<file path="config.mk">
export PLATFORM = sky130hd
export DESIGN_NAME = power_sequencing_fsm
export DESIGN_NICKNAME = d
export VERILOG_FILES = /design/src/hw/rtl/psf_pkg.sv /design/src/hw/rtl/psf_cfg_regs.sv /design/src/hw/rtl/psf_in_stage.sv /design/src/hw/rtl/psf_ctrl.sv /design/src/hw/rtl/power_sequencing_fsm.sv
export SDC_FILE = /design/constraint.sdc
export NUM_CORES = 1
export LEC_CHECK = 0
export BUFFER_PORTS_ARGS = -buffer_cell sky130_fd_sc_hd__buf_2
export CORE_MARGIN = 1
export CORE_UTILIZATION = 60
export DETAILED_ROUTE_END_ITERATION = 16
export PLACE_DENSITY = 0.86
export RECOVER_POWER = 25
export SETUP_SLACK_MARGIN = 0.3
export SLEW_MARGIN = 20
export SYNTH_ARGS = -nofsm -noshare
export SYNTH_HDL_FRONTEND = slang
export SYNTH_HIERARCHICAL = 1
export SYNTH_SLANG_ARGS = --single-unit
</file>
<file path="constraint.sdc">
create_clock -name clk -period 4.7 [get_ports clk]
set_input_delay 0.705 -clock clk [delete_from_list [all_inputs] [get_ports clk]]
set_output_delay 0.705 -clock clk [all_outputs]
set_load 0.02 [all_outputs]
</file>
<file path="src/hw/rtl/psf_pkg.sv">
package psf_pkg;

  localparam int CFG_W          = 32;
  localparam int CFG_IDX_W      = 1;
  localparam int TIMER_BITS_DEF = 32;

  localparam logic [CFG_W-1:0] DEFAULT_DELAY_MS = 32'd60000;

  localparam logic [CFG_IDX_W-1:0] CFG_SHUTDOWN_DELAY = 1'd0;
  localparam logic [CFG_IDX_W-1:0] CFG_HMI_TIMEOUT    = 1'd1;

  typedef enum logic [1:0] {
    ST_ACTIVE  = 2'd0,
    ST_SHUTREQ = 2'd1,
    ST_SLEEP   = 2'd2,
    ST_HMI     = 2'd3
  } fsm_state_t;

  typedef enum logic [1:0] {
    WAKE_POWER_ON = 2'd0,
    WAKE_ALARM    = 2'd1,
    WAKE_USER     = 2'd2
  } wake_cause_t;

  typedef enum logic [1:0] {
    BTN_NONE = 2'd0,
    BTN_A    = 2'd1,
    BTN_B    = 2'd2
  } button_report_t;

  typedef struct packed {
    logic mode;
    logic shutdown_request;
    logic shutdown_abort;
    logic alarm_wakeup;
    logic user_wakeup;
    logic button_a;
    logic button_b;
  } in_item_t;

  typedef struct packed {
    fsm_state_t     fsm_state;
    wake_cause_t    wake_cause;
    logic           rail_on;
    logic           host_power_on;
    button_report_t button_report;
  } result_t;

  typedef struct packed {
    logic [CFG_W-1:0] shutdown_delay_ms;
    logic [CFG_W-1:0] hmi_timeout_ms;
  } cfg_t;

endpackage

</file>
<file path="src/hw/rtl/psf_cfg_regs.sv">
module psf_cfg_regs
  import psf_pkg::*;
(
  input  logic                 clk,
  input  logic                 rst_n,
  input  logic                 cfg_we,
  input  logic [CFG_IDX_W-1:0] cfg_addr,
  input  logic [CFG_W-1:0]     cfg_wdata,
  output cfg_t                 cfg
);

  logic [CFG_W-1:0] shutdown_delay_r, shutdown_delay_nxt;
  logic [CFG_W-1:0] hmi_timeout_r, hmi_timeout_nxt;

  always_comb begin
    shutdown_delay_nxt = shutdown_delay_r;
    hmi_timeout_nxt    = hmi_timeout_r;
    if (cfg_we) begin
      case (cfg_addr)
        CFG_SHUTDOWN_DELAY: shutdown_delay_nxt = cfg_wdata;
        CFG_HMI_TIMEOUT:    hmi_timeout_nxt    = cfg_wdata;
        default: ;
      endcase
    end
  end

  always_ff @(posedge clk) begin
    if (!rst_n) begin
      shutdown_delay_r <= DEFAULT_DELAY_MS;
      hmi_timeout_r    <= DEFAULT_DELAY_MS;
    end else begin
      shutdown_delay_r <= shutdown_delay_nxt;
      hmi_timeout_r    <= hmi_timeout_nxt;
    end
  end

  assign cfg.shutdown_delay_ms = shutdown_delay_r;
  assign cfg.hmi_timeout_ms    = hmi_timeout_r;

endmodule

</file>
<file path="src/hw/rtl/psf_in_stage.sv">
module psf_in_stage
  import psf_pkg::*;
(
  input  logic     clk,
  input  logic     rst_n,
  input  logic     in_valid,
  output logic     in_stall,
  input  in_item_t in_item,
  output logic     item_valid,
  output in_item_t item,
  input  logic     item_take
);

  logic     valid_r, valid_nxt;
  in_item_t item_r;
  logic     in_xfer;

  assign in_stall = valid_r && !item_take;
  assign in_xfer  = in_valid && !in_stall;

  always_comb begin
    valid_nxt = valid_r;
    if (in_xfer) begin
      valid_nxt = 1'b1;
    end else if (item_take) begin
      valid_nxt = 1'b0;
    end
  end

  always_ff @(posedge clk) begin
    if (!rst_n) begin
      valid_r <= 1'b0;
    end else begin
      valid_r <= valid_nxt;
    end
  end

  always_ff @(posedge clk) begin
    if (in_xfer) begin
      item_r <= in_item;
    end
  end

  assign item_valid = valid_r;
  assign item       = item_r;

endmodule

</file>
<file path="src/hw/rtl/psf_ctrl.sv">
module psf_ctrl
  import psf_pkg::*;
#(
  parameter int TIMER_BITS = TIMER_BITS_DEF
) (
  input  logic     clk,
  input  logic     rst_n,
  input  cfg_t     cfg,
  input  logic     item_valid,
  input  in_item_t item,
  output logic     item_take,
  output logic     out_valid,
  input  logic     out_stall,
  output result_t  result
);

  localparam logic [CFG_W-1:0] TMAX = CFG_W'((64'd1 << TIMER_BITS) - 64'd1);

  fsm_state_t            state_r, state_nxt;
  wake_cause_t           wake_r, wake_nxt;
  logic [TIMER_BITS-1:0] elapsed_r, elapsed_nxt;
  logic                  rail_r, rail_nxt;
  logic                  host_r, host_nxt;
  logic                  out_valid_r, out_valid_nxt;
  result_t               result_r;
  button_report_t        report;
  logic [CFG_W-1:0]      limit_raw, limit;
  logic [TIMER_BITS-1:0] elapsed_inc;
  logic                  any_flag;

  assign item_take = item_valid && (!out_valid_r || !out_stall);

  assign any_flag = item.shutdown_request || item.shutdown_abort || item.alarm_wakeup ||
                    item.user_wakeup || item.button_a || item.button_b;

  assign limit_raw   = (state_r == ST_SHUTREQ) ? cfg.shutdown_delay_ms : cfg.hmi_timeout_ms;
  assign limit       = (limit_raw > TMAX) ? TMAX : limit_raw;
  assign elapsed_inc = (CFG_W'(elapsed_r) == TMAX) ? elapsed_r
                                                   : elapsed_r + TIMER_BITS'(1);

  always_comb begin
    state_nxt   = state_r;
    wake_nxt    = wake_r;
    elapsed_nxt = elapsed_r;
    rail_nxt    = rail_r;
    host_nxt    = host_r;
    report      = BTN_NONE;

    if (!item.mode) begin
      if (state_r == ST_SHUTREQ || state_r == ST_HMI) begin
        elapsed_nxt = elapsed_inc;
        if (CFG_W'(elapsed_inc) >= limit) begin
          state_nxt = ST_SLEEP;
        end
      end
    end else if (any_flag) begin
      case (state_r)
        ST_ACTIVE: begin
          if (item.shutdown_request) begin
            state_nxt = ST_SHUTREQ;
          end
        end
        ST_SHUTREQ: begin
          state_nxt = (item.shutdown_abort || item.alarm_wakeup) ? ST_ACTIVE : ST_SLEEP;
        end
        ST_SLEEP: begin
          if (item.alarm_wakeup) begin
            wake_nxt  = WAKE_ALARM;
            state_nxt = ST_ACTIVE;
          end else if (item.user_wakeup) begin
            wake_nxt  = WAKE_USER;
            state_nxt = ST_ACTIVE;
          end else if (item.button_a || item.button_b) begin
            state_nxt = ST_HMI;
          end
        end
        ST_HMI: begin
          if (item.alarm_wakeup) begin
            wake_nxt  = WAKE_ALARM;
            state_nxt = ST_ACTIVE;
          end else if (item.button_a) begin
            report    = BTN_A;
            state_nxt = ST_SLEEP;
          end else if (item.button_b) begin
            report    = BTN_B;
            state_nxt = ST_SLEEP;
          end else if (item.user_wakeup) begin
            wake_nxt  = WAKE_USER;
            state_nxt = ST_ACTIVE;
          end else begin
            state_nxt = ST_SLEEP;
          end
        end
        default: state_nxt = state_r;
      endcase
    end

    // entry/exit actions
    if (state_nxt != state_r) begin
      elapsed_nxt = '0;
      if (state_r == ST_SLEEP) begin
        rail_nxt = 1'b1;
      end
      if (state_nxt == ST_SLEEP) begin
        rail_nxt = 1'b0;
        host_nxt = 1'b0;
      end else if (state_nxt == ST_ACTIVE) begin
        host_nxt = 1'b1;
      end
    end
  end

  always_comb begin
    out_valid_nxt = out_valid_r;
    if (item_take) begin
      out_valid_nxt = 1'b1;
    end else if (!out_stall) begin
      out_valid_nxt = 1'b0;
    end
  end

  always_ff @(posedge clk) begin
    if (!rst_n) begin
      state_r     <= ST_ACTIVE;
      wake_r      <= WAKE_POWER_ON;
      elapsed_r   <= '0;
      rail_r      <= 1'b1;
      host_r      <= 1'b1;
      out_valid_r <= 1'b0;
    end else begin
      out_valid_r <= out_valid_nxt;
      if (item_take) begin
        state_r   <= state_nxt;
        wake_r    <= wake_nxt;
        elapsed_r <= elapsed_nxt;
        rail_r    <= rail_nxt;
        host_r    <= host_nxt;
      end
    end
  end

  always_ff @(posedge clk) begin
    if (item_take) begin
      result_r.fsm_state     <= state_nxt;
      result_r.wake_cause    <= wake_nxt;
      result_r.rail_on       <= rail_nxt;
      result_r.host_power_on <= host_nxt;
      result_r.button_report <= report;
    end
  end

  assign out_valid = out_valid_r;
  assign result    = result_r;

endmodule

</file>
<file path="src/hw/rtl/power_sequencing_fsm.sv">
// Power-sequencing controller.
// Input channel (in_valid / in_stall): one item per transfer. in_mode = 0 is a
// 1 ms tick, in_mode = 1 an event word of six flags; an empty event word and
// ticks outside the timed states leave the state alone.
// Result channel (out_valid / out_stall): exactly one result per input item,
// in order: state after the item, wake cause, rail and host power enables, and
// the button reported from hmi.
// Config port: cfg_we with cfg_addr 0 = shutdown delay, 1 = hmi timeout (ms
// ticks); write only while the block is idle.
// Path: an input transfer is registered in the input register, then the state
// update writes the result register, where out_valid rises. Throughput: one
// item per cycle while out_stall is low, set by the combinational next-state
// and timer compare.
// A stalled result holds; one more item waits in the input register, after
// which in_stall rises until the result is taken.
// Reset: state active, wake cause power on, rail and host powered, timer
// cleared, both delays 60000, pipeline empty.
module power_sequencing_fsm
  import psf_pkg::*;
#(
  parameter int TIMER_BITS = TIMER_BITS_DEF
) (
  input  logic                 clk,
  input  logic                 rst_n,
  input  logic                 in_valid,
  output logic                 in_stall,
  input  logic                 in_mode,
  input  logic                 in_ev_shutdown_request,
  input  logic                 in_ev_shutdown_abort,
  input  logic                 in_ev_alarm_wakeup,
  input  logic                 in_ev_user_wakeup,
  input  logic                 in_ev_button_a,
  input  logic                 in_ev_button_b,
  output logic                 out_valid,
  input  logic                 out_stall,
  output logic [1:0]           out_fsm_state_out,
  output logic [1:0]           out_wake_cause,
  output logic                 out_rail_on,
  output logic                 out_host_power_on,
  output logic [1:0]           out_button_report,
  input  logic                 cfg_we,
  input  logic [CFG_IDX_W-1:0] cfg_addr,
  input  logic [CFG_W-1:0]     cfg_wdata
);

  cfg_t     cfg;
  in_item_t in_item;
  in_item_t item;
  logic     item_valid;
  logic     item_take;
  result_t  result;

  assign in_item.mode             = in_mode;
  assign in_item.shutdown_request = in_ev_shutdown_request;
  assign in_item.shutdown_abort   = in_ev_shutdown_abort;
  assign in_item.alarm_wakeup     = in_ev_alarm_wakeup;
  assign in_item.user_wakeup      = in_ev_user_wakeup;
  assign in_item.button_a         = in_ev_button_a;
  assign in_item.button_b         = in_ev_button_b;

  psf_cfg_regs u_cfg (
    .clk       (clk),
    .rst_n     (rst_n),
    .cfg_we    (cfg_we),
    .cfg_addr  (cfg_addr),
    .cfg_wdata (cfg_wdata),
    .cfg       (cfg)
  );

  psf_in_stage u_in (
    .clk        (clk),
    .rst_n      (rst_n),
    .in_valid   (in_valid),
    .in_stall   (in_stall),
    .in_item    (in_item),
    .item_valid (item_valid),
    .item       (item),
    .item_take  (item_take)
  );

  psf_ctrl #(
    .TIMER_BITS (TIMER_BITS)
  ) u_ctrl (
    .clk        (clk),
    .rst_n      (rst_n),
    .cfg        (cfg),
    .item_valid (item_valid),
    .item       (item),
    .item_take  (item_take),
    .out_valid  (out_valid),
    .out_stall  (out_stall),
    .result     (result)
  );

  assign out_fsm_state_out = result.fsm_state;
  assign out_wake_cause    = result.wake_cause;
  assign out_rail_on       = result.rail_on;
  assign out_host_power_on = result.host_power_on;
  assign out_button_report = result.button_report;

endmodule
</file>
* Word-level counts from Yosys, hierarchy flattened
Index checks and enable logic that the tools add are counted.
** Cells by class
- Multipliers :: 0
- $add $sub $neg :: 1
- $lt $le $gt $ge :: 2
- Bitwise logic cells :: 4
- Eq/ne operators :: 8
- Divide/modulo/power cells :: 0
- Reductions and logical operators :: 25
- Multiplexer cells :: 40
- Shift operators :: 0
** Operators by type and width (count)
- $mux 32 :: 6
- $mux 2 :: 21
- $add 32x1->32 const B :: 1
- $eq 32x32->1 const B :: 1
- $ge 32x32->1 :: 1
- $gt 32x32->1 const B :: 1
- $mux 1 :: 11
- $logic_or 1x1->1 :: 9
- $pmux 2 s4 :: 1
- $eq 2x2->1 const B :: 3
- $reduce_or 5->1 :: 1
- $logic_not 1->1 :: 4
- $logic_not 2->1 :: 2
- $ne 2x1->1 const B :: 2
- $not 1->1 :: 4
- $pmux 2 s2 :: 1
- $reduce_and 2->1 :: 2
- $reduce_bool 2->1 :: 2
- $reduce_or 4->1 :: 1
- $logic_and 1x1->1 :: 3
- $reduce_and 3->1 :: 1
- $eq 2x1->1 const B :: 1
- $ne 2x2->1 :: 1
** Word-level totals
- Latch bits :: 0
- Bits in writable memories :: 0
- Register bits :: 119
- ROM bits :: 0
- Output and inout bits :: 10
- Memories :: 0
- Input port bits :: 45

* Logic depth before layout (Yosys ltp)
Gate-level depths: netlist of the first run.
- Word-level depth :: 12
- Gate-level depth with buffers :: 18
- Depth with buffers taken out :: 15

* Hierarchy
The synthesis of the first run kept the hierarchy.
** Modules (own cells, without submodules)
- psf_ctrl :: cells an instance 445, seq. area each 1021.0 um2, area an instance 3814.9 um2, instances 1
- psf_cfg_regs :: cells an instance 254, seq. area each 1281.2 um2, area an instance 2472.4 um2, instances 1
- psf_in_stage :: cells an instance 11, seq. area each 230.2 um2, area an instance 257.7 um2, instances 1

* Worst setup path before layout of the first run
OpenSTA, ideal clock, no wires.
- Kind :: flip-flop to flip-flop
- Start :: reg u_ctrl.elapsed_r[0]
- End :: reg u_ctrl.elapsed_r[6]
- Clock period less this slack :: 3914 ps
- Data arrival time :: 3835 ps
- Path buffers :: 0
- Library setup time :: 79 ps
- Slack :: 786 ps
- Stages on the path, launching flop included :: 15
- Path through :: dfxtp_1 > ha_1 > and4_1 > nand2_1 > or3_1 > or4_1 > xnor2_1 > ha_1 > a21oi_1 > a211oi_1 > a2111oi_2 > nand3_1 > nor4_4 > or3b_2 > o211ai_1
** Between the ends
- Cells in the longest elaborated chain, start to end :: 9
- Elaborated cells between the ends (all ways) :: 14
- Those cells by class :: 1 x add/sub; 1 x order compare; 3 x eq/ne; 7 x mux; 2 x reduce/logical
** RTL lines
- from (decl) :: RTL line psf_ctrl.sv:21 : logic [TIMER_BITS-1:0] elapsed_r, elapsed_nxt;
- from (signal assigned) :: RTL line psf_ctrl.sv:135 : elapsed_r <= elapsed_nxt;
- $add 32x1->32 / $eq 32x32->1 (equally long branches) :: RTL line psf_ctrl.sv:39, psf_ctrl.sv:38
- $mux 32 (*) :: RTL line psf_ctrl.sv:38 : assign elapsed_inc = (CFG_W'(elapsed_r) == TMAX) ? elapsed_r
- $ge 32x32->1 :: RTL line psf_ctrl.sv:52 : if (CFG_W'(elapsed_inc) >= limit) begin
- $mux 2 :: RTL line psf_ctrl.sv:52
- $mux 2 :: RTL line psf_ctrl.sv:50 : if (state_r == ST_SHUTREQ || state_r == ST_HMI) begin
- $mux 2 :: RTL line psf_ctrl.sv:49 : if (!item.mode) begin
- $ne 2x2->1 :: RTL line psf_ctrl.sv:99 : if (state_nxt != state_r) begin
- $ne 2x1->1 (no source line) / $reduce_bool 2->1 (equally long branches)
- $reduce_and 3->1 (no source line)
Mark *: on every way between the ends. The rest lies on a longest branch, timed or not. The select of a mux whose other input is x is not followed.
A chain may end at the register's enable or synchronous reset.

* Final worst setup path of the first run
- Start :: reg u_ctrl.elapsed_r[6]
- End :: reg u_ctrl.result_r (netlist bit u_ctrl/result[2]), data pin
** Between the ends
- Cells in the longest elaborated chain, start to end :: 10
- Elaborated cells between the ends (all ways) :: 13
- Those cells by class :: 1 x add/sub; 1 x order compare; 3 x eq/ne; 7 x mux; 1 x reduce/logical
** RTL lines
- $add 32x1->32 / $eq 32x32->1 (equally long branches) :: RTL line psf_ctrl.sv:39, psf_ctrl.sv:38
- $mux 32 (*) :: RTL line psf_ctrl.sv:38
- $ge 32x32->1 (*) :: RTL line psf_ctrl.sv:52
- $mux 2 (*) :: RTL line psf_ctrl.sv:52
- $mux 2 (*) :: RTL line psf_ctrl.sv:50
- $mux 2 (*) :: RTL line psf_ctrl.sv:49
- $logic_not 2->1 :: RTL line psf_ctrl.sv:107 : end else if (state_nxt == ST_ACTIVE) begin
- $mux 1 :: RTL line psf_ctrl.sv:107
- $mux 1 :: RTL line psf_ctrl.sv:104 : if (state_nxt == ST_SLEEP) begin
- $mux 1 (*) :: RTL line psf_ctrl.sv:99
- via u_ctrl.host_nxt :: RTL line psf_ctrl.sv:23 : logic host_r, host_nxt;
- to (decl) :: RTL line psf_ctrl.sv:25 : result_t result_r;
Mark *: on every way through the listed nets, which the timed path passes. The rest lies on a longest branch.

==> metrics.yaml, run 1 <==
drc: 0
timing.final.ws_setup_ns: 0.388
startpoint_type: "register"
max_freq_ghz: 0.232
drv_cap: 1
grt_usage: 0.290
async_flop_share: 0
rsz0062_at_grt: "true"
synthDistinctLibCells: 68
synth_area_per_cell_um2: 9.22
wl_per_cell_um: 17.9
dp_hpwl_mm: 10.8
yosysWarnings: 6
syn_area_um2: 6550
powerDensity_nw_per_um2: 330
nets: 841
synth_ff_type: "dfxtp_1"
grt_antenna_before_repair: 0
met3_usage: 0.0570
io_buffers: 54
grt_use_met2: 0.468
worst_slew_pin_slew_ns: 3.49
cts_max_level: 4
start_util: 0.626
critPathMaxFanout: 8
synth-seq-area-share: 0.387
cp.arrival_ns: 4.58
placed_cell_area_um2: 6830
antenna_left: 0
die_h_um: 106
root_buffer: "clkbuf_8"
ys_seq_elements: 119
setup_violations: 0
chipWidth_um: 106
grt_pass1_wl_mm: 25.6
ir_worst_vdd_v: 0.000227
synth_fp_nets: 788
layout-area-overhead-vs-synth_pct: 14.6
hold_path.class: "input pin to register"
place.gp.congestion: 0.913
stdcell_area_um2: 7500
core_region_area_um2: 10500
p_leak_nw: 3.14
crit_required_ns: 4.97
final_core_util: 0.717
grt_pass1_vias: 5326
slew-limit-headroom: -1.33
grt-ovfl-total: 0
hold_viol_final: 0
wl_mm: 16.3
status: "complete, but fails checks"
worstSetupPathType: "register to register"
cp-end-kind: "register"
clk_pin_slew_worst_paths_ns: 0.06
die_area_um2: 11300
drt_iter0_drc: 614
top_usage_layer: "met2"
report.final.slew_viol_count: 91
cts.sinks: 119
period_needed_ns: 4.31
vias: 5631
layout-drive-gt1-share: 0.179
first_pass_iters: 7
vias_per_cell: 6.18
path_cells: "and4_1 > nand2_1 > or3_1 > or4_1 > xnor2_2 > ha_1 > a21oi_1 > a211oi_1 > a2111oi_2 > buf_4 > a31oi_1 > nor3_2 > mux2_2"
finalSetupTns_ns: 0
synth-edff-count: 15
ios: 55
synth_cells: 710
cts_tree: "built"
max_stage_delay_ns: 0.53
fin_worst_skew_ns: 0.00754
grt_max_degree: 91
cts_made_buffers: 17
met1_usage: 0.380
pre_cts_ws_ns: 0.278
crit_path_top_delay_cell: "dfxtp_1"
insertedDiodeCount: 0
violations: "capacitance limit, slew limit"
fin_crit_sh: 0.917
clockBufferDepth: 2
clk_latency_ns: 0.52
rows: 37
## power by group
group          total, mW  internal [mW]  switching (mW)
Clock               1.15          0.704           0.444
Sequential          1.10           1.07          0.0276
Combinational      0.226         0.0884           0.138
Total               2.47           1.86           0.610
## final cells by class
cell class | count | area [um2]
Fill cell | 760 | 2960
Inverter | 29 | 109
Multi-Input combinational cell | 521 | 3710
Clock buffer | 21 | 439
Sequential cell | 119 | 2540
Clock inverter | 10 | 82.6
Timing Repair Buffer | 75 | 447
Tap cell | 136 | 170
## registers in the layout, summed over array words and instances (netlist names)
name                    cells
u_ctrl/host_r               1
u_in/item                   7
u_ctrl/rail_r               1
u_ctrl/elapsed_r           32
u_ctrl/wake_r               2
u_ctrl/state_r              2
u_in/item_valid             1
u_cfg/shutdown_delay_r     32
u_ctrl/result               8
u_ctrl/out_valid            1
u_cfg/hmi_timeout_r        32
## synth_stat cells, drive strengths merged (12+ instances only)
cell / number / area, um2
a21oi: 31 / 155
nor2: 26 / 97.6
edfxtp: 15 / 450
clkbuf: 15 / 68.8
dfxtp: 104 / 2080
buf: 26 / 208
a31oi: 12 / 75.1
inv: 28 / 105
a22o: 14 / 123
nand2: 119 / 449
xnor2: 19 / 166
o211ai: 18 / 135
mux2i: 82 / 821
o21ai: 21 / 105
nor3: 13 / 65.1
ha: 33 / 413
nand3: 25 / 130
## cell families after synthesis
kind of cell | synth area share
fa+ha+maj | 0.0631
buf+inv | 0.0589
compound gates | 0.128
mux | 0.131
simple gates | 0.192
flops | 0.387
xor+xnor | 0.0401
## final timing paths
path | from | endpoint | slack, ns | cells after the start
max reg2reg | u_ctrl/elapsed_r[6] | u_ctrl/result[2] | 0.39 | 13
min reg2reg | u_cfg/shutdown_delay_r[2] | u_cfg/shutdown_delay_r[2] | 0.45 | 2
max | u_ctrl/elapsed_r[6] | u_ctrl/result[2] | 0.39 | 13
min | in_ev_button_b | u_in/item[0] | 0.36 | 1
## layout by cell type (no fill, tap or decap), types with 15 or more instances in the layout
master	n
nand2_1	118
dfxtp_1	101
mux2i_1	82
buf_2	53
ha_1	33
a21oi_1	29
inv_1	28
nor2_1	25
nand3_1	23
o21ai_0	19
o211ai_1	18
xnor2_1	18
buf_4	17
clkbuf_16	16
edfxtp_1	15
## timing repair
action | in CTS | in global routing
gates cloned | 0 | 1
buffers inserted | 0 | 5
endpoints found under the setup margin | 5 | 40
pin swaps | 0 | 6
hold buffers | 0 | 0
resized for setup | 2 | 17
## per-layer routing
layer / wire length [um] / vias to the layer above
li1: - / 2647
met1: 7010 / 2661
met2: 7810 / 275
met3: 1110 / 48
met4: 418 / 0
met5: 0 / -
## metrics by stage
step / std cells / total power, mW / hold slack, ns
6_report: 911 / 2.47 / 0.358
5_1_grt: 911 / 2.55 / 0.343
4_1_cts: 904 / 2.47 / 0.344
3_5_place_dp: 873 / 1.33 / 0.449
3_3_place_gp: 873 / 1.32 / 0.441
2_1_floorplan: 710 / 1.27 / 0.431
## worst max-delay path: cells and delay by family, from the launching register on
family / cells / cell delay, ns
buffers and inverters: 1 / 0.19
xor gates and xnor gates: 1 / 0.22
and+or+nand+nor: 5 / 1.65
AOI/OAI and AO/OA: 4 / 0.83
muxes: 1 / 0.36
DFF: 1 / 0.53
adders and majority gates: 1 / 0.30
Power figures use the tool's default switching activity.
==> run 2, diff against run 1 <==
- CORE_UTILIZATION: 60 -> 54
- PLACE_DENSITY: 0.86 -> 0.82
- SETUP_SLACK_MARGIN: 0.3 -> 0.2
- clock period: 4.7 -> 3.8 ns (I/O delays scaled with it)
==> metrics.yaml, run 2 (synthesis gave the netlist of run 1 again) <==
io_buffers: 54
fin_worst_skew_ns: 0.0142
pre_cts_ws_ns: -0.262
cp.arrival_ns: 4.62
period_needed_ns: 4.30
grt_pass1_wl_mm: 29.1
ir_worst_vdd_v: 0.000291
nets: 895
hold_viol_final: 0
root_buffer: "clkbuf_16"
drv_cap: 1
worst_slew_pin_slew_ns: 1.63
reg.largest.list: "u_cfg/hmi_timeout_r (32), u_cfg/shutdown_delay_r (32), u_ctrl/elapsed_r (32)"
topRoutingLayerUsed: "met4"
die_area_um2: 12600
wl_met2_mm: 9.77
critPathMaxFanout: 8
p_leak_nw: 3.52
grt-ovfl-total: 0
cts_max_level: 4
first_pass_iters: 5
core_region_area_um2: 11600
final_common_cell: "nand2_1"
path_cells: "ha_1 > and4_4 > nand4_1 > nor4_4 > or3_1 > nor4_4 > xnor2_1 > ha_1 > a21oi_1 > o21ai_0 > a22oi_2 > nand3_2 > nor4_4 > buf_6 > buf_4 > buf_6 > o21ai_2 > a31oi_1"
cts_tree: "built"
slew-limit-headroom: -0.0875
wl_met1_mm: 7.92
grt_max_degree: 91
place.gp.congestion: 0.915
setup_violations: 40
cts.sinks: 119
startpoint_type: "register"
max_freq_ghz: 0.232
ios: 55
dp_hpwl_mm: 11.6
fin_crit_sh: 1.13
timing.final.ws_setup_ns: -0.505
crit_path_frequent_cell: "nor4_4"
status: "complete, but fails checks"
wl_met3_mm: 1.74
rows: 39
grt_usage: 0.297
layout-area-overhead-vs-synth_pct: 28.9
layout_common_cells: "nand2_1 (115), dfxtp_1 (91), mux2i_1 (82)"
hold_path.class: "input pin to register"
powerDensity_nw_per_um2: 401
clk_pin_slew_worst_paths_ns: 0.06
violations: "capacitance limit, slew limit, setup timing"
report.final.slew_viol_count: 91
cp-end-kind: "register"
wl_per_cell_um: 21.1
worstSetupPathType: "register to register"
vias: 6245
insertedDiodeCount: 0
wl_mm: 20.5
final_core_util: 0.726
antenna_left: 0
die_h_um: 112
grt_pass1_vias: 5996
cts_made_buffers: 17
vias_per_cell: 6.42
drc: 0
rsz0062_at_grt: "true"
nFillCells: 760
crit_required_ns: 4.12
drt_iter0_drc: 632
chipWidth_um: 112
layout-drive-gt1-share: 0.298
grt_antenna_before_repair: 0
max_stage_delay_ns: 0.45
clk_latency_ns: 0.42
clockBufferDepth: 2
start_util: 0.564
crit_path_top_delay_cell: "or3_1"
[run 2: changes by cell type in the layout (fill, tap and decap cells not counted), sizes merged]
cell	previous run	this run
buf	72	118
clkinv	7	6
bufinv	1	3
inv	28	29
clkdlybuf4s15	0	1
clkinvlp	3	2
clkbuf	24	31
[run 2: timing repair]
item / 4_1_cts / 5_1_grt
buffers inserted: 10 / 6
hold buffers: 0 / 0
resized for setup: 47 / 52
setup endpoints to repair: 40 / 40
pin swaps: 17 / 23
cloned: 1 / 0
[run 2: stage by stage]
step / cell area [um2] / std cells / power [mW] / TNS [ns] / hold WS, ns
finish: 8430 / 973 / 3.38 / -11.74 / 0.330
global placement: 7240 / 923 / 1.64 / -0.290 / 0.441
floorplan: 6620 / 710 / 1.57 / 0 / 0.431
detailed placement: 7240 / 923 / 1.66 / -5.22 / 0.449
global route: 8430 / 973 / 3.47 / -18.78 / 0.318
CTS: 8140 / 966 / 3.33 / -0.0423 / 0.320
[run 2: worst paths after layout]
kind                              start                         end  slack [ns]  depth (start not counted)
max reg2reg         u_ctrl/elapsed_r[0]        u_ctrl/elapsed_r[28]       -0.50                         18
min                   in_ev_user_wakeup                u_in/item[2]        0.33                          1
min reg2reg  u_cfg/shutdown_delay_r[26]  u_cfg/shutdown_delay_r[26]        0.46                          2
max                 u_ctrl/elapsed_r[0]        u_ctrl/elapsed_r[28]       -0.50                         18
[run 2: final cells by class]
type | count | area [um2] | share of cell area
multi-input combinational | 521 | 4080 | 0.484
sequential | 119 | 2550 | 0.302
timing repair buffer | 129 | 886 | 0.105
clock buffer | 21 | 482 | 0.0571
tap | 143 | 179 | 0.0212
clock inverter | 11 | 144 | 0.0171
inverter | 29 | 109 | 0.0129
[run 2: power breakdown]
group          internal, mW  switching, mW
sequential             1.33         0.0320
combinational         0.124          0.203
clock                  1.10          0.594
[run 2: metal layers]
layer,GRT usage,vias to the layer above
met5,0,-
met4,0.142,0
met2,0.518,398
met3,0.0740,119
met1,0.340,2968
li1,-,2760
[run 2: worst max-delay path, delay by kind of cell, from the launching register on]
kind            cells  cell delay, ns
buf+inv             3            0.41
xor+xnor            1            0.24
simple gates        7            1.63
flops               1            0.32
compound gates      5            1.08
fa+ha+maj           2            0.53
